**src/design/assert_macros.svh**
```systemverilog
// Assertion macros shared by the RTL of the record sorter.
// Depends on nothing; the user supplies clock, reset and the label.
`ifndef ASSERT_MACROS_SVH
`define ASSERT_MACROS_SVH

// Same-cycle implication, checked outside reset.
`define BSR_ASSERT_NOW(label, clk, rst, ante, cons, msg) \
   label: assert property (@(posedge clk) disable iff (rst) (ante) |-> (cons)) \
      else $error(msg);

// Next-cycle implication, checked outside reset.
`define BSR_ASSERT_NEXT(label, clk, rst, ante, cons, msg) \
   label: assert property (@(posedge clk) disable iff (rst) (ante) |=> (cons)) \
      else $error(msg);

`endif

```
**src/design/bsr_pkg.sv**
```systemverilog
// Package of the record sorter: widths, control word type and microcode ROM.
// Depends on nothing.
`timescale 1ns / 1ps
`default_nettype none

package bsr_pkg;

   localparam int MAX_ITEMS_DEF = 64;
   localparam int KEY_W         = 16;
   localparam int PAY_W         = 16;
   localparam int REC_W         = KEY_W + PAY_W;
   localparam int STEP_W        = 3;

   typedef logic [STEP_W-1:0] step_type;

   // microcode step addresses
   localparam step_type STEP_LOAD      = 3'd0;
   localparam step_type STEP_INIT      = 3'd1;
   localparam step_type STEP_PASS      = 3'd2;
   localparam step_type STEP_FIRST     = 3'd3;
   localparam step_type STEP_CMP       = 3'd4;
   localparam step_type STEP_TAIL      = 3'd5;
   localparam step_type STEP_EMIT_RD   = 3'd6;
   localparam step_type STEP_EMIT_SEND = 3'd7;

   typedef enum logic [1:0] {HOLD_NONE, HOLD_REQ, HOLD_OUT} hold_type;
   typedef enum logic [1:0] {RD_NONE, RD_ZERO, RD_NEXT, RD_EMIT} rd_src_type;
   typedef enum logic [1:0] {WR_NONE, WR_REQ, WR_CMP, WR_TAIL} wr_src_type;
   typedef enum logic [1:0] {CUR_HOLD, CUR_LOAD, CUR_CMP} cur_op_type;
   typedef enum logic [1:0] {CNT_HOLD, CNT_CLR, CNT_INC} cnt_op_type;
   typedef enum logic [1:0] {LIM_HOLD, LIM_INIT, LIM_DEC} lim_op_type;
   typedef enum logic [2:0] {
      COND_NEVER, COND_LAST, COND_SMALL, COND_PASS_DONE, COND_LIM_ONE, COND_EMIT_DONE
   } cond_type;

   typedef struct packed {
      hold_type   hold_on;
      rd_src_type rd_src;
      wr_src_type wr_src;
      cur_op_type cur_op;
      cnt_op_type j_op;
      lim_op_type lim_op;
      cnt_op_type k_op;
      logic       emit;
      cond_type   cond;
      step_type   tgt_true;
      step_type   tgt_false;
   } ctrl_word_type;

   localparam ctrl_word_type CW_NOP = '{
      hold_on: HOLD_NONE, rd_src: RD_NONE, wr_src: WR_NONE, cur_op: CUR_HOLD,
      j_op: CNT_HOLD, lim_op: LIM_HOLD, k_op: CNT_HOLD, emit: 1'b0,
      cond: COND_NEVER, tgt_true: STEP_LOAD, tgt_false: STEP_LOAD
   };

   // Microprogram: load, n-1 bubble passes carrying the larger record, emit.
   function automatic ctrl_word_type ucode_rom(input step_type step);
      ctrl_word_type cw;
      cw = CW_NOP;
      case (step)
         STEP_LOAD: begin
            cw.hold_on   = HOLD_REQ;
            cw.wr_src    = WR_REQ;
            cw.cond      = COND_LAST;
            cw.tgt_true  = STEP_INIT;
            cw.tgt_false = STEP_LOAD;
         end
         STEP_INIT: begin
            cw.lim_op    = LIM_INIT;
            cw.k_op      = CNT_CLR;
            cw.cond      = COND_SMALL;
            cw.tgt_true  = STEP_EMIT_RD;
            cw.tgt_false = STEP_PASS;
         end
         STEP_PASS: begin
            cw.rd_src    = RD_ZERO;
            cw.j_op      = CNT_CLR;
            cw.tgt_false = STEP_FIRST;
         end
         STEP_FIRST: begin
            cw.cur_op    = CUR_LOAD;
            cw.rd_src    = RD_NEXT;
            cw.tgt_false = STEP_CMP;
         end
         STEP_CMP: begin
            cw.cur_op    = CUR_CMP;
            cw.wr_src    = WR_CMP;
            cw.rd_src    = RD_NEXT;
            cw.j_op      = CNT_INC;
            cw.cond      = COND_PASS_DONE;
            cw.tgt_true  = STEP_TAIL;
            cw.tgt_false = STEP_CMP;
         end
         STEP_TAIL: begin
            cw.wr_src    = WR_TAIL;
            cw.lim_op    = LIM_DEC;
            cw.cond      = COND_LIM_ONE;
            cw.tgt_true  = STEP_EMIT_RD;
            cw.tgt_false = STEP_PASS;
         end
         STEP_EMIT_RD: begin
            cw.rd_src    = RD_EMIT;
            cw.tgt_false = STEP_EMIT_SEND;
         end
         STEP_EMIT_SEND: begin
            cw.hold_on   = HOLD_OUT;
            cw.emit      = 1'b1;
            cw.k_op      = CNT_INC;
            cw.cond      = COND_EMIT_DONE;
            cw.tgt_true  = STEP_LOAD;
            cw.tgt_false = STEP_EMIT_RD;
         end
         default: cw = CW_NOP;
      endcase
      return cw;
   endfunction

endpackage

`default_nettype wire

```
**src/design/bubble_sort_records_by_key.sv**
```systemverilog
// Record sorter: loads up to MAX_ITEMS records, bubble sorts them by key, emits them in order.
// Loading takes one item per cycle. After the last item: a setup step, then per pass over L+1
// entries: PASS, FIRST, a CMP per compare, TAIL; then a read and a send step per record.
// The one read and one write port of the record store bound every phase.
// The output register lets the next set load while the final record waits.
// Reset (synchronous, active high) clears the step counter, record count and output valid.
`timescale 1ns / 1ps
`default_nettype none
`include "assert_macros.svh"

module bubble_sort_records_by_key #(
   parameter int MAX_ITEMS = bsr_pkg::MAX_ITEMS_DEF
) (
   input  wire logic                      clock,
   input  wire logic                      reset,
   input  wire logic                      req_valid,
   output      logic                      req_ready,
   input  wire logic [bsr_pkg::KEY_W-1:0] req_key,
   input  wire logic [bsr_pkg::PAY_W-1:0] req_payload,
   input  wire logic                      req_last_in,
   output      logic                      rsp_valid,
   input  wire logic                      rsp_ready,
   output      logic [bsr_pkg::KEY_W-1:0] rsp_sorted_key,
   output      logic [bsr_pkg::PAY_W-1:0] rsp_sorted_payload,
   output      logic                      rsp_last_out
);

   localparam int IDX_W = (MAX_ITEMS > 1) ? $clog2(MAX_ITEMS) : 1;
   localparam int CNT_W = $clog2(MAX_ITEMS + 1);
   localparam int REC_W = bsr_pkg::REC_W;
   localparam int KEY_W = bsr_pkg::KEY_W;
   localparam int PAY_W = bsr_pkg::PAY_W;

   // ---------------------------------------------------------------- sequencer
   bsr_pkg::step_type      step_ff, step_in;
   bsr_pkg::ctrl_word_type cw;
   logic                   go;         // step's wait condition met, effects fire
   logic                   cond_true;
   logic                   out_free;

   // ---------------------------------------------------------------- datapath
   logic [CNT_W-1:0] count_ff, count_in;   // records held
   logic [CNT_W-1:0] j_ff, j_in;           // left index of the current compare
   logic [CNT_W-1:0] lim_ff, lim_in;       // last index of the current pass
   logic [CNT_W-1:0] k_ff, k_in;           // emit index
   logic [REC_W-1:0] cur_ff, cur_in;       // record carried along a pass
   logic [REC_W-1:0] rd_data_ff;           // registered store read
   logic [REC_W-1:0] store_ff [MAX_ITEMS];

   logic             rd_en;
   logic [CNT_W-1:0] rd_addr;
   logic             wr_en;
   logic [CNT_W-1:0] wr_addr;
   logic [REC_W-1:0] wr_data;
   logic             left_ge;              // carried key >= fetched key: swap
   logic             room;

   logic             rsp_valid_ff, rsp_valid_in;
   logic [KEY_W-1:0] rsp_key_ff;
   logic [PAY_W-1:0] rsp_pay_ff;
   logic             rsp_last_ff;

   assign cw       = bsr_pkg::ucode_rom(step_ff);
   assign out_free = !rsp_valid_ff || rsp_ready;
   assign room     = count_ff < CNT_W'(MAX_ITEMS);
   assign left_ge  = cur_ff[REC_W-1 -: KEY_W] >= rd_data_ff[REC_W-1 -: KEY_W];

   // the only step that takes items is the load step
   assign req_ready = (cw.hold_on == bsr_pkg::HOLD_REQ);

   always_comb begin
      case (cw.hold_on)
         bsr_pkg::HOLD_REQ: go = req_valid;
         bsr_pkg::HOLD_OUT: go = out_free;
         default:           go = 1'b1;
      endcase
   end

   always_comb begin
      case (cw.cond)
         bsr_pkg::COND_LAST:      cond_true = req_last_in;
         bsr_pkg::COND_SMALL:     cond_true = count_ff < CNT_W'(2);
         bsr_pkg::COND_PASS_DONE: cond_true = (j_ff + CNT_W'(1)) == lim_ff;
         bsr_pkg::COND_LIM_ONE:   cond_true = lim_ff == CNT_W'(1);
         bsr_pkg::COND_EMIT_DONE: cond_true = (k_ff + CNT_W'(1)) == count_ff;
         default:                 cond_true = 1'b0;
      endcase
   end

   always_comb begin
      step_in = step_ff;
      if (go) begin
         step_in = cond_true ? cw.tgt_true : cw.tgt_false;
      end
   end

   // index counters
   always_comb begin
      j_in   = j_ff;
      lim_in = lim_ff;
      k_in   = k_ff;
      if (go) begin
         case (cw.j_op)
            bsr_pkg::CNT_CLR: j_in = '0;
            bsr_pkg::CNT_INC: j_in = j_ff + CNT_W'(1);
            default:          j_in = j_ff;
         endcase
         case (cw.lim_op)
            bsr_pkg::LIM_INIT: lim_in = count_ff - CNT_W'(1);
            bsr_pkg::LIM_DEC:  lim_in = lim_ff - CNT_W'(1);
            default:           lim_in = lim_ff;
         endcase
         case (cw.k_op)
            bsr_pkg::CNT_CLR: k_in = '0;
            bsr_pkg::CNT_INC: k_in = k_ff + CNT_W'(1);
            default:          k_in = k_ff;
         endcase
      end
   end

   // carried record: the larger (or the carried one on a tie) moves on
   always_comb begin
      cur_in = cur_ff;
      if (go) begin
         case (cw.cur_op)
            bsr_pkg::CUR_LOAD: cur_in = rd_data_ff;
            bsr_pkg::CUR_CMP:  cur_in = left_ge ? cur_ff : rd_data_ff;
            default:           cur_in = cur_ff;
         endcase
      end
   end

   // store read port; a next read uses the updated j so it runs one ahead
   always_comb begin
      rd_en   = go && (cw.rd_src != bsr_pkg::RD_NONE);
      case (cw.rd_src)
         bsr_pkg::RD_NEXT: rd_addr = j_in + CNT_W'(1);
         bsr_pkg::RD_EMIT: rd_addr = k_ff;
         default:          rd_addr = '0;
      endcase
   end

   // store write port
   always_comb begin
      wr_en   = 1'b0;
      wr_addr = count_ff;
      wr_data = {req_key, req_payload};
      case (cw.wr_src)
         bsr_pkg::WR_REQ: begin
            wr_en   = go && room;
            wr_addr = count_ff;
            wr_data = {req_key, req_payload};
         end
         bsr_pkg::WR_CMP: begin
            wr_en   = go;
            wr_addr = j_ff;
            wr_data = left_ge ? rd_data_ff : cur_ff;
         end
         bsr_pkg::WR_TAIL: begin
            wr_en   = go;
            wr_addr = lim_ff;
            wr_data = cur_ff;
         end
         default: begin
            wr_en   = 1'b0;
         end
      endcase
   end

   // record count: grows while loading, cleared once the final record is out
   always_comb begin
      count_in = count_ff;
      if ((cw.wr_src == bsr_pkg::WR_REQ) && go && room) begin
         count_in = count_ff + CNT_W'(1);
      end else if (cw.emit && go && cond_true) begin
         count_in = '0;
      end
   end

   always_comb begin
      rsp_valid_in = rsp_valid_ff;
      if (cw.emit && go) begin
         rsp_valid_in = 1'b1;
      end else if (rsp_ready) begin
         rsp_valid_in = 1'b0;
      end
   end

   always_ff @(posedge clock) begin
      if (reset) begin
         step_ff      <= bsr_pkg::STEP_LOAD;
         count_ff     <= '0;
         j_ff         <= '0;
         lim_ff       <= '0;
         k_ff         <= '0;
         rsp_valid_ff <= 1'b0;
      end else begin
         step_ff      <= step_in;
         count_ff     <= count_in;
         j_ff         <= j_in;
         lim_ff       <= lim_in;
         k_ff         <= k_in;
         rsp_valid_ff <= rsp_valid_in;
      end
   end

   always_ff @(posedge clock) begin
      cur_ff <= cur_in;
      if (cw.emit && go) begin
         rsp_key_ff  <= rd_data_ff[REC_W-1 -: KEY_W];
         rsp_pay_ff  <= rd_data_ff[PAY_W-1:0];
         rsp_last_ff <= cond_true;
      end
   end

   // record store: one write, one registered read per cycle
   always_ff @(posedge clock) begin
      if (wr_en) begin
         store_ff[wr_addr[IDX_W-1:0]] <= wr_data;
      end
      if (rd_en) begin
         rd_data_ff <= store_ff[rd_addr[IDX_W-1:0]];
      end
   end

   assign rsp_valid          = rsp_valid_ff;
   assign rsp_sorted_key     = rsp_key_ff;
   assign rsp_sorted_payload = rsp_pay_ff;
   assign rsp_last_out       = rsp_last_ff;

   // ---------------------------------------------------------------- checks
   `BSR_ASSERT_NEXT(a_last_starts_sort, clock, reset, req_valid && req_ready && req_last_in, step_ff == bsr_pkg::STEP_INIT, "last item did not start the sort")
   `BSR_ASSERT_NOW(a_busy_has_records, clock, reset, step_ff != bsr_pkg::STEP_LOAD, count_ff != '0, "sorting or emitting with no records")
   `BSR_ASSERT_NOW(a_cmp_in_range, clock, reset, step_ff == bsr_pkg::STEP_CMP, (j_ff < lim_ff) && (lim_ff < count_ff), "compare index outside pass range")
   `BSR_ASSERT_NEXT(a_final_clears, clock, reset, cw.emit && go && cond_true, (count_ff == '0) && (step_ff == bsr_pkg::STEP_LOAD) && rsp_last_out, "final record did not end the set")

endmodule

`default_nettype wire

```
**config.mk**
```make
export PLATFORM = sky130hd
export DESIGN_NAME = bubble_sort_records_by_key
export DESIGN_NICKNAME = d
export VERILOG_FILES = /design/src/design/bsr_pkg.sv /design/src/design/bubble_sort_records_by_key.sv
export VERILOG_INCLUDE_DIRS = /design/src /design/src/design
export SDC_FILE = /design/constraint.sdc
export NUM_CORES = 2
export LEC_CHECK = 0
export BUFFER_PORTS_ARGS = -buffer_cell sky130_fd_sc_hd__buf_2
export CAP_MARGIN = 20
export CORE_ASPECT_RATIO = 1.2
export CORE_MARGIN = 8
export CORE_UTILIZATION = 25
export CTS_CLUSTER_DIAMETER = 100
export DETAILED_ROUTE_END_ITERATION = 12
export GPL_ROUTABILITY_DRIVEN = 0
export PLACE_DENSITY = 0.41
export SLEW_MARGIN = 30
export SYNTH_ARGS = -nofsm -noshare
export SYNTH_HDL_FRONTEND = slang
export SYNTH_SLANG_ARGS = --single-unit
export TNS_END_PERCENT = 20
```
**constraint.sdc**
```tcl
create_clock -name clock -period 9.6 [get_ports clock]
set_clock_uncertainty 0.05 [all_clocks]
set_input_delay 1.92 -clock clock [delete_from_list [all_inputs] [get_ports clock]]
set_output_delay 1.92 -clock clock [all_outputs]
set_load 0.01 [all_outputs]
```
==> results.md <==
* Status: finished clean
* Largest net degree at the start of global routing at 158
* Final setup fails at 0
* Worst setup SP type: flip-flop
* Power Density at 263.2 nW/um^2
* F_max at 161.0 MHz
* Final setup TNS at 0 ps
* Worst path required time at 10140 ps
* Cell Area, Synth at 87120 sq um
* Post-synthesis sequential area ratio at 74.67%
* Hold EP: k_ff[6]$_SDFFE_PP0P_
* Clock insertion delay at the later pin of the skew report at 900 ps
* Hold Crit Class: flip-flop to flip-flop
* DPL Wire Length at 154400 um
* DR pass1 iterations at 5
* Post-synthesis average cell area at 14.77 sq um
* First-pass GRT wire length at 406300 um
* Num Clock Sinks at 2177
* Clk buf depth at 4
* Reg2reg setup slack at 3390 ps
* Post-layout min period at 6211 ps
* Syn_nets at 5960
* Hold Path Origin: k_ff[6]$_SDFFE_PP0P_
* Crit Reg-Reg Endpoint: rd_data_ff[8]$_DFFE_PP_
* EDFF count, synth at 2145
* H-tree Lvls at 4
* Max-capacitance violation count at 0
* Most frequent cells in the layout: edfxtp_1, nand2_1, a21oi_1, mux2i_1, a221oi_1
* Die X at 554.9 um
* Final period util at 64.70%
* Final hold violations at 0
* Yosys warnings at 0
* Post-cts resize count at 0
* Number of DRC markers in iteration 0 at 4452
* Slew @ Worst Pin at 1078 ps
* # IOs at 72
* Slowest Stage Delay on Critical Path at 820 ps
* Setup CP Type: flip-flop to flip-flop
* Gr usage total at 15.08%
* Instance count of the mapped netlist at 5899
* TritonCTS Buffers at 224
* Post-Route WL at 289700 um
* Gr ovfl total at 0
* CP endpoint kind: flip-flop
* Starting Density at 25.11%
* Final-stage net count at 5996
* Worst hold path stage count at 2
* Seq cells post-synth at 2177
* Peak supply drop at 0.1763 mV
* PortBufs at 71
* Post-CTS Repair Setup Buffers at 0
* Die area at 367700 sq um
* Clk Tree Root Cell: clkbuf_16
* Initial antenna violation count at 15
* # DRC at 0
* FP Rows at 237
* Core Box Area at 346900 sq um
* Most frequent CP cell: buf_4
* Die Y at 662.7 um
* Netlist cell types at 64
* Pleak at 0.03128 uW
* Ys async rst share at 0%
* CP arrival at 6750 ps
* RSZ-0062 raised after global routing: false
* Routed len/inst at 27.12 um
* Share of layout cells above drive strength 1 at 11.44%
* Clk pin slew, worst setup/hold paths at 60 ps
* Antenna viol nets, final at 0
* Vias in the first global route at 51844
* Main synth FF type: edfxtp_1
* WHS at 458.3 ps
* Reg2reg path depth at 14
* CTS tree: yes
* R2r startpoint: step_ff[1]$_SDFFE_PP0N_
* Slew Limit Fails at 0
* P&R area growth vs syn at 15.66%
* Slowest cell on crit path: o31ai_1
* CP Cell Sequence: buf_4, nor2_1, or2_4, a22o_1, ha_1, mux2_2, nand2_1, nand2_8, buf_4, buf_4, mux2i_1, a221oi_1, o31ai_1, o221ai_1
* CTS Hold Bufs at 0
* Vias at 52777
* Commonest non-fill, non-tap cell in the layout: edfxtp_1
* CP Max Fanout at 62
* DR vias/cell at 4.941
* Max-slew headroom at 28.12%
-- power breakdown --
part | internal [uW] | total, uW | switching (uW)
Combinational | 1270 | 5450 | 4180
Sequential | 12200 | 12600 | 368
Clock | 4720 | 8470 | 3750
-- registers in the layout, indices dropped and copies added (netlist names), named ones only --
| signal | cells |
|---|---|
| step_ff | 2 |
| lim_ff | 7 |
| rsp_sorted_payload | 16 |
| store_ff | 2048 |
| k_ff | 7 |
| cur_ff | 32 |
| rsp_last_out | 1 |
| j_ff | 7 |
| count_ff | 7 |
| rsp_sorted_key | 16 |
| rd_data_ff | 32 |
| rsp_valid | 1 |
-- Yosys cell counts, types with 32 or more instances --
cell / n / area, sq um
a211o_1: 34 / 297.8
mux2i_1: 392 / 3924
o221ai_1: 32 / 280.3
a21oi_1: 724 / 3623
a221oi_1: 322 / 2820
dfxtp_1: 32 / 640.6
buf_4: 33 / 247.7
o22ai_1: 33 / 206.5
edfxtp_1: 2145 / 64410
buf_2: 206 / 1031
o31ai_1: 69 / 518.0
a32oi_1: 225 / 1971
clkbuf_1: 187 / 701.9
nor2_1: 142 / 533.0
nand2_1: 1045 / 3923
-- worst max-delay path, delay by kind of cell, from the launching register on --
family / cells / cell delay (ps)
buf+inv: 3 / 1700
compound gates: 4 / 1450
simple gates: 4 / 1160
mux: 2 / 430
fa+ha+maj: 1 / 300
flops: 1 / 680
-- worst max-delay path by stage --
stage / to / cells after the start / startpoint / slack, ps
2_1_floorplan: store_ff[0][19]$_DFFE_PP_ / 12 / rd_data_ff[16]$_DFFE_PP_ / 4880
3_3_place_gp: rd_data_ff[26]$_DFFE_PP_ / 14 / step_ff[1]$_SDFFE_PP0N_ / 2790
3_5_place_dp: rd_data_ff[15]$_DFFE_PP_ / 14 / step_ff[1]$_SDFFE_PP0N_ / 3310
4_1_cts: rd_data_ff[15]$_DFFE_PP_ / 14 / step_ff[1]$_SDFFE_PP0N_ / 3300
5_1_grt: rd_data_ff[15]$_DFFE_PP_ / 14 / step_ff[1]$_SDFFE_PP0N_ / 3000
6_report: rd_data_ff[8]$_DFFE_PP_ / 14 / step_ff[1]$_SDFFE_PP0N_ / 3390
-- kinds of logic after synthesis --
group | count (synthesis) | synth area share, %
flip-flops | 2177 | 74.67
AO/OA/AOI/OAI | 1528 | 11.96
AND/OR/NAND/NOR | 1276 | 5.733
buffers and inverters | 476 | 2.525
multiplexers | 394 | 4.530
XOR/XNOR | 24 | 0.2413
adder cells (fa/ha/maj) | 24 | 0.3447
-- area by class of cell --
cell class / instances / area [sq um]
multi-input combinational: 3246 / 20970
tap: 4541 / 5682
timing repair buffer: 260 / 1998
sequential: 2177 / 65050
antenna: 21 / 52.55
fill: 34669 / 246200
clock buffer: 273 / 5811
inverter: 26 / 100.1
clock inverter: 137 / 1096
-- metal layers --
metal / global-route usage (%) / up-vias / part of all wire, %
met1: 19.37 / 27886 / 43
met5: 0 / - / 0.0041
met2: 26.69 / 1321 / 50
met4: 4.248 / 2 / 2.7
li1: - / 23195 / -
met3: 1.828 / 373 / 4.0
-- stage by stage --
stage	total power [uW]	instance area, sq um	util [%]	setup slack [ps]	cells
after floorplan	15620	87120	-	4880	5899
after global placement	18270	93640	26.99	2791	10246
after detailed placement	18360	93800	27.04	3310	10250
after CTS	26880	100700	29.03	3304	10660
after global routing	27520	100700	29.03	2997	10661
final	26520	100800	29.04	3389	10681
No activity file was read; power rests on OpenSTA's default activity.
